$ cat src/mbc_pkg.sv
// mbc_pkg: shared types and constants for the minimum bill count block.
// No dependencies; used by every module under src.
package mbc_pkg;

   localparam int unsigned VAL_W       = 12;  // amount, denomination and count width
   localparam int unsigned NUM_REGS    = 6;   // denomination registers
   localparam int unsigned DENOM_SLOTS = 8;   // slots scanned by the sequencer
   localparam int unsigned SLOT_W      = 3;   // index width for DENOM_SLOTS
   localparam int unsigned CSR_IDX_W   = 3;   // register index width

   typedef logic [VAL_W-1:0] val_type;

   localparam val_type DENOM_RESET [NUM_REGS] = '{
      val_type'(500), val_type'(200), val_type'(100),
      val_type'(50),  val_type'(20),  val_type'(10)
   };

   // One table entry: valid mark and best count.
   typedef struct packed {
      logic    valid;
      val_type count;
   } entry_type;

   // Running minimum for the table entry being built.
   typedef struct packed {
      logic    found;
      val_type best;
   } acc_type;

endpackage

$ cat src/mbc_min_unit.sv
// mbc_min_unit: shared add-one and compare unit that folds one candidate
// table entry into the running minimum. Depends on mbc_pkg.
module mbc_min_unit (
   input  mbc_pkg::entry_type prev,
   input  mbc_pkg::acc_type   acc_cur,
   output mbc_pkg::acc_type   acc_nxt
);

   mbc_pkg::val_type cand;

   assign cand = prev.count + mbc_pkg::val_type'(1);

   always_comb begin
      acc_nxt = acc_cur;
      if (prev.valid && (!acc_cur.found || cand < acc_cur.best)) begin
         acc_nxt.found = 1'b1;
         acc_nxt.best  = cand;
      end
   end

endmodule
$ cat config.mk
export PLATFORM = sky130hd
export DESIGN_NAME = mbc_min_unit
export DESIGN_NICKNAME = d
export VERILOG_FILES = /design/src/mbc_pkg.sv /design/src/mbc_min_unit.sv
export SDC_FILE = /design/constraint.sdc
export NUM_CORES = 1
export LEC_CHECK = 0
export BUFFER_PORTS_ARGS = -buffer_cell sky130_fd_sc_hd__buf_2
export CORE_ASPECT_RATIO = 0.9
export CORE_MARGIN = 4
export CORE_UTILIZATION = 25
export DETAILED_ROUTE_END_ITERATION = 12
export PLACE_DENSITY = 0.52
export SYNTH_ARGS = -nofsm -noshare
export SYNTH_HDL_FRONTEND = slang
export SYNTH_SLANG_ARGS = --single-unit
$ cat constraint.sdc
create_clock -name vclk -period 4.3
set_input_delay 1.075 -clock vclk [all_inputs]
set_output_delay 1.075 -clock vclk [all_outputs]
set_load 0.02 [all_outputs]
# Yosys cells after proc, flatten, opt, wreduce, memory -nomap -nowiden
# Cells that the tools add are included.
[op_classes]
n_addsub = 1
magnitude_cmp = 1
muxes = 1
reduce_logical = 3
[ops]
columns = ["cell", "n"]
rows = [
  ["$mux W13", 1],
  ["$add A12 B1 Y12 const B", 1],
  ["$lt A12 B12 Y1", 1],
  ["$logic_and A1 B1 Y1", 1],
  ["$logic_not A1 Y1", 1],
  ["$logic_or A1 B1 Y1", 1],
]
[word_totals]
reg_bits = 0
inputBits = 26

# Depth between registers and ports, before layout
[depth]
word_depth = 5
mapped_depth = 11
mapped_depth_nobuf = 10

# Worst setup path after synthesis
# OpenSTA, ideal clock, no wires.
[synth_path]
kind = "input port to output port"
startpoint = "input port prev[2] (netlist name)"
endpoint = "output port acc_nxt[0] (netlist name)"
arrival_time_ns = 3.240
required_ns = 3.225
setup_slack_ns = -0.015
stages = 10
n_path_buf = 1
cell_sequence = "and4_1 and4_1 xor2_1 ha_1 nand2_1 o21ai_0 a21oi_2 o311ai_2 buf_6 mux2i_1"
[synth_lines]
columns = ["element", "line_no", "text"]
rows = [
  ["from (decl)", "mbc_min_unit.sv:4", "input mbc_pkg::entry_type prev,"],
  ["to (decl)", "mbc_min_unit.sv:6", "output mbc_pkg::acc_type acc_nxt"],
]

==> reports/metrics.json <==
{
  "critical_path.startpoint": "prev[1]",
  "vdd_drop_max_uv": 68.3,
  "setup_viol": 11,
  "finalCriticalPeriod_ns": 4.34,
  "pin_count_of_the_biggest_net_entering_global_routing": 6,
  "detailedRoute.firstPassIterationCount": 4,
  "grt_usage_pct": 11.0,
  "die_h_um": 56.2,
  "timing.critical_path.fanout_max": 5,
  "run_status": "finished with violations",
  "cpMaxStageDelayCell": "sky130_fd_sc_hd__ha_1",
  "clock_buffer_count": 0,
  "seq_area_um2": 0,
  "grt_first_pass_wirelength_mm": 3.15,
  "final_cell_mix": "sky130_fd_sc_hd__buf_2 (22), sky130_fd_sc_hd__buf_6 (21), sky130_fd_sc_hd__buf_4 (17)",
  "die-area_um2": 3450,
  "drv_slew": 0,
  "worstMarginPinSlew_ns": 0.325,
  "cp_delay_by_family_top": "compound AO/OA/AOI/OAI gates",
  "hold_start": "acc_cur[4]",
  "gp_routability_congestion": 0.749,
  "wirelength_mm": 2.06,
  "synth_cells": 78,
  "layout_worst_path_cycle_share_pct": 101,
  "route.detailed.drc": 0,
  "synth-seq-area-share_pct": 0,
  "min-delay-path-class": "in2out",
  "seq_cell_count": 0,
  "globalRouteOverflowTotal": 0,
  "yosysWarningCount": 0,
  "longest_individual_stage_delay_on_the_worst_path_ns": 0.30,
  "placementRows": 17,
  "routed_via_density": 4.78,
  "yosys.cell_types.count": 21,
  "setup_repair_after_global_routing_missed_its_margin": "yes",
  "remaining_antenna_violation_count_after_routing": 0,
  "crit_path_cells": "buf_2 -> ha_4 -> xor2_2 -> ha_1 -> a211o_1 -> a31o_1 -> a21oi_2 -> o311ai_4 -> buf_6 -> mux2_4 -> buf_6",
  "floorplan.initialDensity_pct": 26.1,
  "detail_route.wl_per_cell_um": 12.5,
  "max_freq_mhz": 230,
  "hold_viol_final": 0,
  "fin_nets": 177,
  "initial_antenna_violation_count": 0,
  "cts-hold-fix-buffers": 0,
  "syn-num-nets": 116,
  "dpl.hpwl_mm": 1.59,
  "max-slew-margin-rel_pct": 78.3,
  "cellLeakagePower_uw": 0.000685,
  "timing.critical_path.required_ns": 3.22,
  "dp_slack_ns": -0.260,
  "netlist_area_um2": 644,
  "syn-mean-instance-area_um2": 8.26,
  "timing.critical_path.from_type": "primary input",
  "num-fill-cells": 213,
  "antennaDiodeCount": 0,
  "crit_path_kind": "in2out",
  "synthToLayoutAreaGrowth_pct": 106,
  "finalWorstSetupSlack_ns": -0.0433,
  "detailroute.via_count": 789,
  "num_io_pins": 39,
  "placement.io_buffers": 39,
  "cp_common_cell": "sky130_fd_sc_hd__buf_6",
  "die_w_um": 61.5,
  "violations": "setup timing",
  "violation_count_after_the_first_detailed_route_iteration": 12,
  "critPathCaptureType": "primary output",
  "path_buf_inv": 3,
  "max_cap_violations": 0,
  "crit_arrival_ns": 3.27,
  "pwr_density_cell_nw_per_um2": 128,
  "ratio_of_cells_with_drive_above_1_in_the_final_layout_pct": 72.3,
  "vias_in_the_first_global_route": 794,
  "area_inside_the_core_boundary_um2": 2470,
  "final_common_cell": "sky130_fd_sc_hd__buf_2",
  "final_core_util_pct": 53.8
}
per-layer routing:
| layer | GRT usage, % | routed length [µm] | vias up |
|---|---|---|---|
| met3 | 1.62 | 159 | 0 |
| met1 | 15.0 | 846 | 373 |
| li1 | - | - | 394 |
| met4 | 0 | 0 | 0 |
| met2 | 19.0 | 1050 | 22 |
| met5 | 0 | 0 | - |
synthesized netlist by cell type:
cell,count,area (µm²)
sky130_fd_sc_hd__mux2i_1,1,10.0
sky130_fd_sc_hd__mux2_1,2,22.5
sky130_fd_sc_hd__ha_1,12,150
sky130_fd_sc_hd__nor2_1,1,3.75
sky130_fd_sc_hd__xnor2_1,8,70.1
sky130_fd_sc_hd__nand2_1,7,26.3
sky130_fd_sc_hd__a31o_1,1,8.76
sky130_fd_sc_hd__a21oi_2,1,8.76
sky130_fd_sc_hd__or2_2,1,6.26
sky130_fd_sc_hd__and3_1,3,18.8
sky130_fd_sc_hd__xor2_1,2,17.5
sky130_fd_sc_hd__o21ai_0,2,10.0
sky130_fd_sc_hd__inv_1,12,45.0
sky130_fd_sc_hd__o311ai_2,1,16.3
sky130_fd_sc_hd__and4_1,2,17.5
sky130_fd_sc_hd__a211o_1,1,8.76
sky130_fd_sc_hd__buf_6,1,11.3
sky130_fd_sc_hd__a21oi_1,4,20.0
sky130_fd_sc_hd__mux2_4,9,135
sky130_fd_sc_hd__o211ai_1,1,7.51
sky130_fd_sc_hd__nand3_1,6,30.0
final timing paths:
kind	end	depth (start not counted)	slack [ns]
setup / recovery	acc_nxt[1]	11	-0.04
hold / removal	acc_nxt[4]	3	2.48
where the power goes:
group / switching (µW) / internal (µW) / total, µW
clock network: 0 / 0 / 0
logic: 74.7 / 95.3 / 170
registers: 0 / 0 / 0
total: 74.7 / 95.3 / 170
final cells by class:
cell class | instances | area (µm²) | area share, %
Tap cell | 28 | 35.0 | 2.64
Timing Repair Buffer | 60 | 474 | 35.8
Inverter | 12 | 45.0 | 3.40
Multi-Input combinational cell | 65 | 772 | 58.2
worst min-delay path, cell delays in order:
cell	delay (ns)
sky130_fd_sc_hd__buf_2	0.08
sky130_fd_sc_hd__mux2_4	0.13
sky130_fd_sc_hd__buf_6	0.11
stage by stage:
stage | instances | cell area, µm² | total power (µW) | hold WS (ns) | TNS [ns]
final | 165 | 1330 | 170 | 2.48 | -0.322
after global routing | 165 | 1330 | 184 | 2.49 | -1.71
after CTS | 161 | 1180 | 153 | 2.48 | -0.184
after detailed placement | 159 | 980 | 119 | 2.48 | -2.76
after global placement | 159 | 980 | 118 | 2.49 | -1.85
after floorplan | 78 | 648 | 72.6 | 2.24 | 0
kinds of logic after synthesis:
family | share of synthesized area (%)
adder cells (fa/ha/maj) | 23.3
AND/OR/NAND/NOR | 15.9
multiplexers | 26.0
XOR/XNOR | 13.6
AO/OA/AOI/OAI | 12.4
buffers and inverters | 8.74
repair_timing:
action,4_1_cts,5_1_grt
setup buffers,2,4
gates resized for setup,47,21
setup endpoints to repair,12,12
pin swaps,11,10
Power figures use the tool's default switching activity.
